[config.mk]
export PLATFORM = sky130hd
export DESIGN_NAME = cascaded_iir_compensator
export DESIGN_NICKNAME = d
export VERILOG_FILES = /design/src/rtl/cic_pkg.sv /design/src/rtl/cic_ucode_rom.sv /design/src/rtl/cic_datapath.sv /design/src/rtl/cascaded_iir_compensator.sv
export SDC_FILE = /design/constraint.sdc
export NUM_CORES = 2
export LEC_CHECK = 0
export BUFFER_PORTS_ARGS = -buffer_cell sky130_fd_sc_hd__buf_4
export CAP_MARGIN = 20
export CORE_UTILIZATION = 35
export CTS_CLUSTER_SIZE = 25
export DETAILED_ROUTE_END_ITERATION = 16
export HOLD_SLACK_MARGIN = 0.08
export SYNTH_ARGS = -nofsm -noshare
export SYNTH_HDL_FRONTEND = slang
export SYNTH_SLANG_ARGS = --single-unit
[constraint.sdc]
create_clock -name clk -period 22.5 [get_ports clk]
set_clock_uncertainty 0.15 [all_clocks]
set_input_delay 4.5 -clock clk [delete_from_list [all_inputs] [get_ports clk]]
set_output_delay 4.5 -clock clk [all_outputs]
set_load 0.02 [all_outputs]
[src/rtl/cic_pkg.sv]
package cic_pkg;

    // Data formats
    localparam int DATA_W    = 32;  // Q16.16 sample, state and gain width
    localparam int POLE_W    = 18;  // pole coefficient width
    localparam int PROD_W    = 2 * DATA_W;
    localparam int FRAC_W    = 16;
    localparam int RND_W     = PROD_W - FRAC_W;
    localparam int ACC_W     = RND_W + 2;
    localparam int NUM_STEPS = 18;
    localparam int STEP_W    = $clog2(NUM_STEPS);
    localparam int IDX_W     = 3;

    typedef logic [STEP_W-1:0] step_t;

    // Configuration register indexes
    typedef enum logic [IDX_W-1:0] {
        REG_FFG = 3'd0,
        REG_IG  = 3'd1,
        REG_FSG = 3'd2,
        REG_OG  = 3'd3,
        REG_FZC = 3'd4,
        REG_FPC = 3'd5,
        REG_SPC = 3'd6,
        REG_IPC = 3'd7
    } reg_idx_t;

    // Coefficient set handed to the datapath
    typedef struct packed {
        logic [DATA_W-1:0] ffg;
        logic [DATA_W-1:0] ig;
        logic [DATA_W-1:0] fsg;
        logic [DATA_W-1:0] og;
        logic [DATA_W-1:0] fzc;
        logic [POLE_W-1:0] fpc;
        logic [POLE_W-1:0] spc;
        logic [POLE_W-1:0] ipc;
    } cfg_t;

    // Step wait conditions
    typedef enum logic [1:0] {
        COND_NONE,
        COND_IN,
        COND_OUT
    } cond_t;

    // Multiplier coefficient operand
    typedef enum logic [2:0] {
        MA_FFG,
        MA_IG,
        MA_FSG,
        MA_OG,
        MA_FZC,
        MA_FPC,
        MA_SPC,
        MA_IPC
    } mul_a_t;

    // Multiplier data operand
    typedef enum logic [2:0] {
        MB_X,
        MB_IPO,
        MB_FPI,
        MB_FPO,
        MB_SPO,
        MB_SAT
    } mul_b_t;

    // Accumulator base term
    typedef enum logic [1:0] {
        BASE_ZERO,
        BASE_ACC,
        BASE_SAT
    } base_t;

    // Accumulator addend term
    typedef enum logic [2:0] {
        ADD_NONE,
        ADD_RND,
        ADD_X,
        SUB_IPI,
        ADD_SPI
    } addend_t;

    // Write strobes for the saturated accumulator value
    typedef struct packed {
        logic ipi;    // injection previous input takes x
        logic ipo;
        logic fpi;
        logic fpo;
        logic spi;
        logic spo;
        logic drive;
    } wmask_t;

    // One microcode control word
    typedef struct packed {
        cond_t   cond;
        logic    load_x;
        logic    mul_en;
        mul_a_t  mul_a;
        mul_b_t  mul_b;
        base_t   base;
        addend_t addend;
        wmask_t  wr;
        logic    last;
    } uop_t;

endpackage

[src/rtl/cic_ucode_rom.sv]
module cic_ucode_rom (
    input  cic_pkg::step_t step,
    output cic_pkg::uop_t  uop
);
    import cic_pkg::*;

    // Program: a multiply passes the product register, then the rounded register
    always_comb
    begin
        uop        = '0;
        uop.cond   = COND_NONE;
        uop.mul_a  = MA_FFG;
        uop.mul_b  = MB_X;
        uop.base   = BASE_ACC;
        uop.addend = ADD_NONE;
        case (step)
            5'd0:
            begin
                uop.cond   = COND_IN;
                uop.load_x = 1'b1;
            end
            5'd1:
            begin
                uop.mul_en = 1'b1;
                uop.mul_a  = MA_IPC;
                uop.mul_b  = MB_IPO;
                uop.base   = BASE_ZERO;
                uop.addend = ADD_X;
            end
            5'd2:
            begin
                uop.mul_en = 1'b1;
                uop.mul_a  = MA_FFG;
                uop.mul_b  = MB_X;
                uop.addend = SUB_IPI;
            end
            5'd3:
            begin
                uop.addend = ADD_RND;
            end
            5'd4:
            begin
                // v is ready: store it and scale it by the injection gain
                uop.mul_en = 1'b1;
                uop.mul_a  = MA_IG;
                uop.mul_b  = MB_SAT;
                uop.wr.ipo = 1'b1;
                uop.wr.ipi = 1'b1;
                uop.base   = BASE_ZERO;
                uop.addend = ADD_RND;
            end
            5'd5:
            begin
                uop.mul_en = 1'b1;
                uop.mul_a  = MA_FZC;
                uop.mul_b  = MB_FPI;
            end
            5'd6:
            begin
                uop.mul_en = 1'b1;
                uop.mul_a  = MA_FPC;
                uop.mul_b  = MB_FPO;
                uop.addend = ADD_RND;
            end
            5'd7:
            begin
                // s1 is ready
                uop.wr.fpi = 1'b1;
                uop.base   = BASE_SAT;
                uop.addend = ADD_RND;
            end
            5'd8:
            begin
                uop.addend = ADD_RND;
            end
            5'd9:
            begin
                // w is ready
                uop.mul_en = 1'b1;
                uop.mul_a  = MA_FSG;
                uop.mul_b  = MB_SAT;
                uop.wr.fpo = 1'b1;
            end
            5'd10:
            begin
                uop.mul_en = 1'b1;
                uop.mul_a  = MA_SPC;
                uop.mul_b  = MB_SPO;
            end
            5'd11:
            begin
                uop.base   = BASE_ZERO;
                uop.addend = ADD_RND;
            end
            5'd12:
            begin
                // s2 is ready
                uop.wr.spi = 1'b1;
                uop.base   = BASE_SAT;
                uop.addend = ADD_SPI;
            end
            5'd13:
            begin
                uop.addend = ADD_RND;
            end
            5'd14:
            begin
                // u is ready
                uop.mul_en = 1'b1;
                uop.mul_a  = MA_OG;
                uop.mul_b  = MB_SAT;
                uop.wr.spo = 1'b1;
            end
            5'd15:
            begin
                uop.base = BASE_ACC;
            end
            5'd16:
            begin
                uop.base   = BASE_ZERO;
                uop.addend = ADD_RND;
            end
            5'd17:
            begin
                uop.cond     = COND_OUT;
                uop.wr.drive = 1'b1;
                uop.last     = 1'b1;
            end
            default:
            begin
                uop.last = 1'b1;
            end
        endcase
    end

endmodule

[src/rtl/cic_datapath.sv]
module cic_datapath (
    input  logic                        clk,
    input  logic                        rst_n,
    input  cic_pkg::uop_t               uop,
    input  logic                        fire,
    input  logic [cic_pkg::DATA_W-1:0]  sample,
    input  cic_pkg::cfg_t               cfg,
    output logic [cic_pkg::DATA_W-1:0]  sat_acc
);
    import cic_pkg::*;

    localparam logic signed [PROD_W-1:0] HALF_LSB = PROD_W'(1) <<< (FRAC_W - 1);

    logic [DATA_W-1:0] x_reg;
    logic [DATA_W-1:0] ipi_reg, ipo_reg, fpi_reg, fpo_reg, spi_reg, spo_reg;
    logic signed [PROD_W-1:0] prod_reg, prod_next;
    logic signed [RND_W-1:0]  rnd_reg, rnd_next;
    logic signed [ACC_W-1:0]  acc_reg, acc_next;
    logic signed [PROD_W-1:0] prod_rounded;
    logic signed [DATA_W-1:0] op_a, op_b;
    logic signed [ACC_W-1:0]  base_val, add_val;
    logic                     acc_in_range;

    // Saturate the accumulator to the 32-bit range
    always_comb
    begin
        acc_in_range = (acc_reg[ACC_W-1:DATA_W-1] == '0) ||
                       (acc_reg[ACC_W-1:DATA_W-1] == '1);
        if (acc_in_range)
            sat_acc = acc_reg[DATA_W-1:0];
        else if (acc_reg[ACC_W-1])
            sat_acc = {1'b1, {(DATA_W-1){1'b0}}};
        else
            sat_acc = {1'b0, {(DATA_W-1){1'b1}}};
    end

    // Select multiplier operands
    always_comb
    begin
        case (uop.mul_a)
            MA_FFG:  op_a = $signed(cfg.ffg);
            MA_IG:   op_a = $signed(cfg.ig);
            MA_FSG:  op_a = $signed(cfg.fsg);
            MA_OG:   op_a = $signed(cfg.og);
            MA_FZC:  op_a = $signed(cfg.fzc);
            MA_FPC:  op_a = DATA_W'($signed(cfg.fpc));
            MA_SPC:  op_a = DATA_W'($signed(cfg.spc));
            MA_IPC:  op_a = DATA_W'($signed(cfg.ipc));
            default: op_a = '0;
        endcase
        case (uop.mul_b)
            MB_X:    op_b = $signed(x_reg);
            MB_IPO:  op_b = $signed(ipo_reg);
            MB_FPI:  op_b = $signed(fpi_reg);
            MB_FPO:  op_b = $signed(fpo_reg);
            MB_SPO:  op_b = $signed(spo_reg);
            MB_SAT:  op_b = $signed(sat_acc);
            default: op_b = '0;
        endcase
    end

    // Multiply, then round to Q16.16 with ties toward plus infinity
    always_comb
    begin
        prod_next    = (fire && uop.mul_en) ? op_a * op_b : prod_reg;
        prod_rounded = prod_reg + HALF_LSB;
        rnd_next     = prod_rounded[PROD_W-1:FRAC_W];
    end

    // Accumulate base plus addend
    always_comb
    begin
        case (uop.base)
            BASE_ZERO: base_val = '0;
            BASE_ACC:  base_val = acc_reg;
            BASE_SAT:  base_val = ACC_W'($signed(sat_acc));
            default:   base_val = acc_reg;
        endcase
        case (uop.addend)
            ADD_NONE: add_val = '0;
            ADD_RND:  add_val = ACC_W'(rnd_reg);
            ADD_X:    add_val = ACC_W'($signed(x_reg));
            SUB_IPI:  add_val = -ACC_W'($signed(ipi_reg));
            ADD_SPI:  add_val = ACC_W'($signed(spi_reg));
            default:  add_val = '0;
        endcase
        acc_next = base_val + add_val;
    end

    // Working registers
    always_ff @(posedge clk)
    begin
        prod_reg <= prod_next;
        rnd_reg  <= rnd_next;
        if (fire)
            acc_reg <= acc_next;
        if (fire && uop.load_x)
            x_reg <= sample;
    end

    // Section history, cleared at reset
    always_ff @(posedge clk or negedge rst_n)
    begin
        if (!rst_n)
        begin
            ipi_reg <= '0;
            ipo_reg <= '0;
            fpi_reg <= '0;
            fpo_reg <= '0;
            spi_reg <= '0;
            spo_reg <= '0;
        end
        else if (fire)
        begin
            if (uop.wr.ipi)
                ipi_reg <= x_reg;
            if (uop.wr.ipo)
                ipo_reg <= sat_acc;
            if (uop.wr.fpi)
                fpi_reg <= sat_acc;
            if (uop.wr.fpo)
                fpo_reg <= sat_acc;
            if (uop.wr.spi)
                spi_reg <= sat_acc;
            if (uop.wr.spo)
                spo_reg <= sat_acc;
        end
    end

    // The injection output history write carries the saturated value, never a raw sum
    assert property (@(posedge clk) disable iff (!rst_n)
        (fire && uop.wr.ipo) |=> ($signed(ipo_reg) == $signed($past(sat_acc))))
        else $error("injection history not loaded from saturated accumulator");

    // Compare at full product width
    assert property (@(posedge clk) disable iff (!rst_n)
        (fire && uop.mul_en) |=> (prod_reg == $past(op_a) * $past(op_b)))
        else $error("product register missed an issued multiply");

    assert property (@(posedge clk) disable iff (!rst_n)
        !fire |=> $stable(acc_reg))
        else $error("accumulator moved while the step was held");

endmodule

[src/rtl/cascaded_iir_compensator.sv]
// Cascaded first-order IIR compensator (injection, lead and lag sections).
// Input channel: in_valid / in_stall / sample carries one Q16.16 error word.
// Output channel: out_valid / out_stall / drive carries one Q16.16 word per
// input word, saturated to the signed 32-bit range.
// Coefficients are written through wr_en / wr_index / wr_data; the user
// must write them only while idle, as the block does not enforce it. Pole
// coefficients use the low 18 bits of wr_data, sign-extended. A small
// microcode program of 18 steps runs one shared 32x32 multiplier and one
// accumulator. A new input word is taken only after the program is through
// with the last one, as the eight dependent multiplies share the single
// multiplier and its product and rounded registers.
// in_stall is low only on the program's first step.
// The output register frees the datapath: the next input word is taken
// while a finished drive word still waits. If the receiver stalls, the
// program holds on its last step until the output register is free.
// Reset clears all coefficients, section history and the output valid.
module cascaded_iir_compensator (
    input  logic                            clk,
    input  logic                            rst_n,
    input  logic                            wr_en,
    input  logic [cic_pkg::IDX_W-1:0]       wr_index,
    input  logic [cic_pkg::DATA_W-1:0]      wr_data,
    input  logic                            in_valid,
    output logic                            in_stall,
    input  logic signed [cic_pkg::DATA_W-1:0] sample,
    output logic                            out_valid,
    input  logic                            out_stall,
    output logic signed [cic_pkg::DATA_W-1:0] drive
);
    import cic_pkg::*;

    step_t             step_reg, step_next;
    uop_t              uop;
    cfg_t              cfg_reg;
    logic              fire;
    logic [DATA_W-1:0] sat_acc;
    logic [DATA_W-1:0] drive_reg;
    logic              out_valid_reg, out_valid_next;

    cic_ucode_rom u_rom (
        .step (step_reg),
        .uop  (uop)
    );

    cic_datapath u_dp (
        .clk     (clk),
        .rst_n   (rst_n),
        .uop     (uop),
        .fire    (fire),
        .sample  (sample),
        .cfg     (cfg_reg),
        .sat_acc (sat_acc)
    );

    // Step condition and next step
    always_comb
    begin
        case (uop.cond)
            COND_NONE: fire = 1'b1;
            COND_IN:   fire = in_valid;
            COND_OUT:  fire = !out_valid_reg || !out_stall;
            default:   fire = 1'b1;
        endcase
        if (!fire)
            step_next = step_reg;
        else if (uop.last)
            step_next = '0;
        else
            step_next = step_reg + step_t'(1);
    end

    assign in_stall = (uop.cond != COND_IN);

    // Output word register
    always_comb
    begin
        out_valid_next = out_valid_reg;
        if (out_valid_reg && !out_stall)
            out_valid_next = 1'b0;
        if (fire && uop.wr.drive)
            out_valid_next = 1'b1;
    end

    always_ff @(posedge clk)
    begin
        if (fire && uop.wr.drive)
            drive_reg <= sat_acc;
    end

    assign out_valid = out_valid_reg;
    assign drive     = $signed(drive_reg);

    // Sequencer and configuration registers
    always_ff @(posedge clk or negedge rst_n)
    begin
        if (!rst_n)
        begin
            step_reg      <= '0;
            out_valid_reg <= 1'b0;
            cfg_reg       <= '0;
        end
        else
        begin
            step_reg      <= step_next;
            out_valid_reg <= out_valid_next;
            if (wr_en)
            begin
                case (reg_idx_t'(wr_index))
                    REG_FFG: cfg_reg.ffg <= wr_data;
                    REG_IG:  cfg_reg.ig  <= wr_data;
                    REG_FSG: cfg_reg.fsg <= wr_data;
                    REG_OG:  cfg_reg.og  <= wr_data;
                    REG_FZC: cfg_reg.fzc <= wr_data;
                    REG_FPC: cfg_reg.fpc <= wr_data[POLE_W-1:0];
                    REG_SPC: cfg_reg.spc <= wr_data[POLE_W-1:0];
                    REG_IPC: cfg_reg.ipc <= wr_data[POLE_W-1:0];
                    default: cfg_reg <= cfg_reg;
                endcase
            end
        end
    end

    // The step counter never leaves the program
    assert property (@(posedge clk) disable iff (!rst_n)
        step_reg < step_t'(NUM_STEPS))
        else $error("step counter outside program");

    // A waiting drive word is never overwritten
    assert property (@(posedge clk) disable iff (!rst_n)
        (out_valid_reg && out_stall && uop.wr.drive) |-> !fire)
        else $error("drive word overwritten while stalled");

    // After the last step the program returns to the input wait
    assert property (@(posedge clk) disable iff (!rst_n)
        (fire && uop.last) |=> (step_reg == '0 && uop.cond == COND_IN))
        else $error("program did not return to the input step");

    // An input word is taken only on the program's first step
    assert property (@(posedge clk) disable iff (!rst_n)
        (in_valid && !in_stall) |=> (step_reg == step_t'(1)))
        else $error("input word taken outside the first step");

endmodule

# Word-level counts from Yosys, hierarchy flattened

Index checks and enable logic that the tools add are counted.
W data, S select, Z words.

Flip-flop bits (word level): 638
Latch bits: 0
RAM bits: 0
ROM bits: 0
Bits of input ports: 72
Output and inout port bits: 34
Logic and storage cells: 125
Memories: 0

$add $sub $neg: 4
Multiply operators: 1
Div/mod/pow operators: 0
$lt $le $gt $ge: 0
Eq/ne operators: 45
Shift-type cells: 0
Mux-type cells: 21
Bitwise logic cells: 0
Reduce and logical (&&, ||, !) cells: 33

Operators by type and width:

| operator                 | number |
|---|---|
| $pmux W32 S8             | 1 |
| $pmux W50 S4             | 1 |
| $pmux W32 S6             | 1 |
| $pmux W50 S2             | 1 |
| $add A64 B17 Y64 const B | 1 |
| $mul A32 B32 Y64         | 1 |
| $mux W32                 | 2 |
| $pmux W7 S8              | 1 |
| $add A50 B50 Y50         | 1 |
| $neg A32 Y50             | 1 |
| $eq A5 B4 Y1 const B     | 8 |
| $eq A3 B3 Y1 const B     | 11 |
| $reduce_and A2 Y1        | 14 |
| $eq A3 B2 Y1 const B     | 8 |
| $eq A5 B3 Y1 const B     | 4 |
| $eq A19 B19 Y1 const B   | 1 |
| $logic_not A19 Y1        | 1 |
| $reduce_or A17 Y1        | 1 |
| $eq A3 B1 Y1 const B     | 4 |
| $pmux W3 S4              | 1 |
| $eq A5 B2 Y1 const B     | 2 |
| $eq A5 B5 Y1 const B     | 2 |
| $logic_not A3 Y1         | 3 |
| $mux W1                  | 8 |
| other kinds (18)         | 25 |

# Logic depth before layout (Yosys ltp)

Depth after elaboration: 6
Mapped depth: 41

# Hierarchy

A second synthesis with hierarchy kept.

Cells, all modules: 6649
Area, all modules: 65733.0 µm²

By module, submodules not included:

| module                   | times used | cells an instance | area each (µm²) | seq. area each (µm²) |
|---|---|---|---|---|
| cic_datapath             | 1          | 6054              | 55928.6         | 9699.3 |
| cascaded_iir_compensator | 1          | 530               | 9400.3          | 6466.2 |
| cic_ucode_rom            | 1          | 65                | 404.1           | 0.0 |

# Worst setup path before layout

No wires, ideal clock.

Path type: register -> register
From: reg step_reg[0]
To: reg u_dp.prod_reg[56] (data pin)
Library setup time: 0.180 ns
Data arrival time: 10.063 ns
Data required time: 22.170 ns
Path slack: 12.107 ns
Stages on the path, launching flop included: 38
Buffers on the path: 4
Cells stage by stage: dfrtp_1 > inv_1 > ha_1 > nor4bb_1 > clkbuf_1 > and2_1 > clkbuf_1 > buf_1 > a22o_1 > a2111oi_0 > clkbuf_1 > nor2_1 > fa_1 > fa_1 > inv_1 > fa_1 > inv_1 > fa_1 > [... 2 more ...] > inv_1 > fa_1 > fa_1 > fa_1 > ha_1 > a21o_1 > a21o_1 > a21oi_1 > o21bai_1 > a21oi_1 > o21ai_0 > nand2b_1 > o41ai_1 > a211o_1 > o21ai_2 > a211oi_2 > or4b_1 > o311ai_1

Longest elaborated chain between the ends: 5
Elaborated cells between the ends (all ways): 26
Those cells by class: 1 x mul; 20 x eq/ne; 3 x mux; 2 x reduce/logical

RTL lines:

| what                                                | RTL line                               | text |
|---|---|---|
| start, declared                                     | cascaded_iir_compensator.sv:32         | `step_t step_reg, step_next;` |
| start signal, assigned                              | cascaded_iir_compensator.sv:104        | `step_reg <= step_next;` |
| $eq A5 B4 Y1 (tied with other cells)                | cic_ucode_rom.sv:16                    | `case (step)` |
| $pmux W7 S8 (*)                                     | cic_ucode_rom.sv:16                    |  |
| $eq A3 B3 Y1 (tied with other cells)                | cic_datapath.sv:40                     | `case (uop.mul_a)` |
| $pmux W32 S8 / $pmux W32 S6 (equally long branches) | cic_datapath.sv:40, cic_datapath.sv:51 |  |
| $mul A32 B32 Y64 (*)                                | cic_datapath.sv:65                     | `prod_next = (fire && uop.mul_en) ? op_a * op_b : prod_reg;` |
| end signal, assigned                                | cic_datapath.sv:93                     | `prod_reg <= prod_next;` |
| end, declared                                       | cic_datapath.sv:16                     | `logic signed [PROD_W-1:0] prod_reg, prod_next;` |

Every way passes the cells marked *; elsewhere a longest branch is shown, timed or not.
A chain may end at the register's enable or synchronous reset.

# Worst setup path in the final report

From: reg step_reg[2]
To: reg u_dp.prod_reg[63] (data pin)

The elaborated chain is that of the path after synthesis.

==> run_results.csv <==
group,metric,value,unit
routing,vias_per_cell,5.40,
global_routing,grt_pass1_wl,317000,um
run_status,status,"finished, final reports clean",
timing,setup_tns,0,ns
finish,fin_nets,7786,
routing,ant_nets,0,
critical_path,critical_path_required,22.75,ns
floorplanning,dieHeight,429,um
global_routing,grtUsageTotal,0.228,
floorplanning,initial_utilization,0.353,
floorplanning,num_rows,156,
yosys,syn_area,63800,sq um
critical_path,crit_type,"flop to flop",
placement,place_congestion,0.920,
clocking,tritoncts,"yes",
placement,hpwl,153000,um
clocking,clock_sink_count,623,
global_routing,grt_pass1_vias,50400,
global_routing,antenna_found_initial,5,
routing,drc,0,
clocking,post_cts_resized,0,
timing,slew_violations,0,
critical_path,startpoint_type,"flop",
timing,worst_pin_slew,1.21,ns
yosys,syn_area_per_cell,9.98,sq um
yosys,ys_types,82,
clocking,ctsHoldBuffers,0,
yosys,synth_ff_type,"dfrtp_1",
global_routing,grt_max_degree,137,
routing,post_drt_wl_per_cell,23.6,um
timing,fin_crit_sh,0.536,
clocking,cts-htree-levels,3,
timing,layout_min_cycle_time,12.06,ns
yosys,netlist_instances,6390,
critical_path,worst_setup_path_end_kind,"flop",
clocking,clk_pin_slew_worst_paths,0.06,ns
placement,port-buffer-count,105,
job,maxCapViolCount,0,
finish,areaGrowthSynthToFinish,10.6,%
floorplanning,core_area,181000,sq um
yosys,ys_seq_area_frac,0.253,
timing,relSlewSlack,0.196,
finish,largest_reg_flops,214,
floorplanning,die_w,429,um
critical_path,crit_top_cell,"fa_1",
routing,dr.pass1.iters,9,
global_routing,grt_overflow,0,
clocking,post-cts-setup-buffers,0,
floorplanning,design.die.area,184000,sq um
routing,via_count,47600,
min_path,hold_path.class,"flop to flop",
yosys,synth-edff-count,163,
critical_path,slowest_stage,"fa_1",
clocking,clkLatencyLatePin,0.71,ns
timing,fmax,82.9,MHz
clocking,cts_buffers,71,
timing,rsz0062_at_grt,"no",
critical_path,max_stage_delay,1.16,ns
finish,drive_above_1_share,0.112,
timing,finalSetupViolCount,0,
floorplanning,pin_count,106,
timing,finalHoldViolCount,0,
critical_path,critPathMaxFanout,25,
critical_path,crit_arrival,12.32,ns
clocking,clock-root-buffer,"clkbuf_16",
yosys,syn_nets,7780,
routing,drtIter0Drc,4466,
routing,totalWireLength,208000,um
clocking,cts_buffer_depth,3,
yosys,async_reset_ff_frac,0.661,
timing,whs,0.301,ns
yosys,yosysWarnings,0,
yosys,ys_ff_latch,623,
worst max-delay path: cells and delay by family (launching register included):
| family | cells | cell delay (ns) |
|---|---|---|
| AO/OA/AOI/OAI | 9 | 2.05 |
| adder cells (fa/ha/maj) | 9 | 5.33 |
| buffers and inverters | 6 | 1.24 |
| flip-flops | 1 | 1.02 |
| AND/OR/NAND/NOR | 8 | 1.94 |
cells in the final DEF (no fill, tap or decap), types with 58 or more instances in the layout:
master	instances
fa_1	1082
nand2_1	749
dfrtp_1	412
buf_4	254
edfxtp_1	163
mux2_2	247
clkbuf_16	74
a21o_1	97
ha_1	236
xnor2_1	122
inv_1	1082
a21oi_1	227
o21ai_0	176
a22oi_1	94
nor2_1	654
xor2_1	58
cell type report:
class                   count  area (sq um)
fillers                 17700        110000
multi-input cells        4355         42900
flip-flops and latches    623         16200
inverters                1085          4070
well taps                2370          2970
repair buffers            260          2020
clock buffers              95          1990
clock inverters            34           432
diodes                      5          12.5
per-stage QoR:
stage | instance area [sq um] | util | instances | setup slack (ns)
CTS | 70500 | 0.390 | 8820 | 10.47
global placement | 68000 | 0.376 | 8689 | 10.48
detailed placement | 68100 | 0.376 | 8691 | 10.49
finish | 70600 | 0.390 | 8827 | 10.44
global route | 70600 | 0.390 | 8825 | 9.66
floorplan | 63800 | - | 6390 | 12.11
final timing paths:
check                                        from           endpoint  slack, ns  cells after the start
min in group asynchronous                   rst_n         cfg_reg[9]       3.78                      1
worst max-delay path                  step_reg[2]  u_dp.prod_reg[63]      10.44                     32
max in group asynchronous                   rst_n   u_dp.spi_reg[30]      16.39                      4
worst max register to register        step_reg[2]  u_dp.prod_reg[63]      10.44                     32
worst min register to register  u_dp.prod_reg[33]   u_dp.rnd_reg[17]       0.30                      1
worst min-delay path            u_dp.prod_reg[33]   u_dp.rnd_reg[17]       0.30                      1
layer usage:
layer,global-route usage,part of all wire,vias to the layer above
li1,-,-,20300
met1,0.297,0.40,24800
met2,0.362,0.46,2072
met3,0.0498,0.087,463
met4,0.108,0.052,2
met5,0,0.000062,-
cells in the mapped netlist (6+ instances only):
cell type	instances	area share
nand2_1	749	0.044
a2111o_1	30	0.0053
o21a_1	15	0.0018
mux2_2	247	0.044
xor2_1	58	0.0080
nor4_1	16	0.0016
o211ai_1	6	0.00071
or3_1	12	0.0012
mux2i_1	7	0.0011
a21o_1	97	0.011
nand2b_1	27	0.0026
nor2_1	658	0.039
xnor2_1	122	0.017
and4_1	12	0.0016
dfxtp_1	48	0.015
o21ai_0	176	0.014
nor3_1	37	0.0029
a22o_1	53	0.0073
a211oi_1	11	0.0013
a221oi_1	24	0.0033
o31ai_1	6	0.00071
a222oi_1	20	0.0031
o21bai_1	10	0.0012
nand3_1	44	0.0035
a22oi_1	94	0.011
clkbuf_1	292	0.017
fa_1	1082	0.34
or2_2	24	0.0024
edfxtp_1	163	0.077
buf_1	30	0.0018
ha_1	236	0.046
and3_1	21	0.0021
and2_1	33	0.0032
nor2b_1	23	0.0023
a31oi_1	10	0.00098
inv_1	1083	0.064
a2111oi_0	26	0.0036
nand4_1	33	0.0032
a21oi_1	227	0.018
a221o_1	27	0.0042
dfrtp_1	412	0.16
cell families (layout without fill, tap and decap cells):
group	Yosys count	in the layout	synth area share
buffers and inverters	1412	1474	0.0832
other	0	5	0
xor gates and xnor gates	180	180	0.0247
DFF	623	623	0.253
adders and majority gates	1318	1318	0.386
and+or+nand+nor	1721	1721	0.114
AOI/OAI and AO/OA	882	882	0.0946
muxes	254	254	0.0447
Power is not shown: default switching activity piles up to over one toggle a cycle in this logic, so the estimate is an artifact.
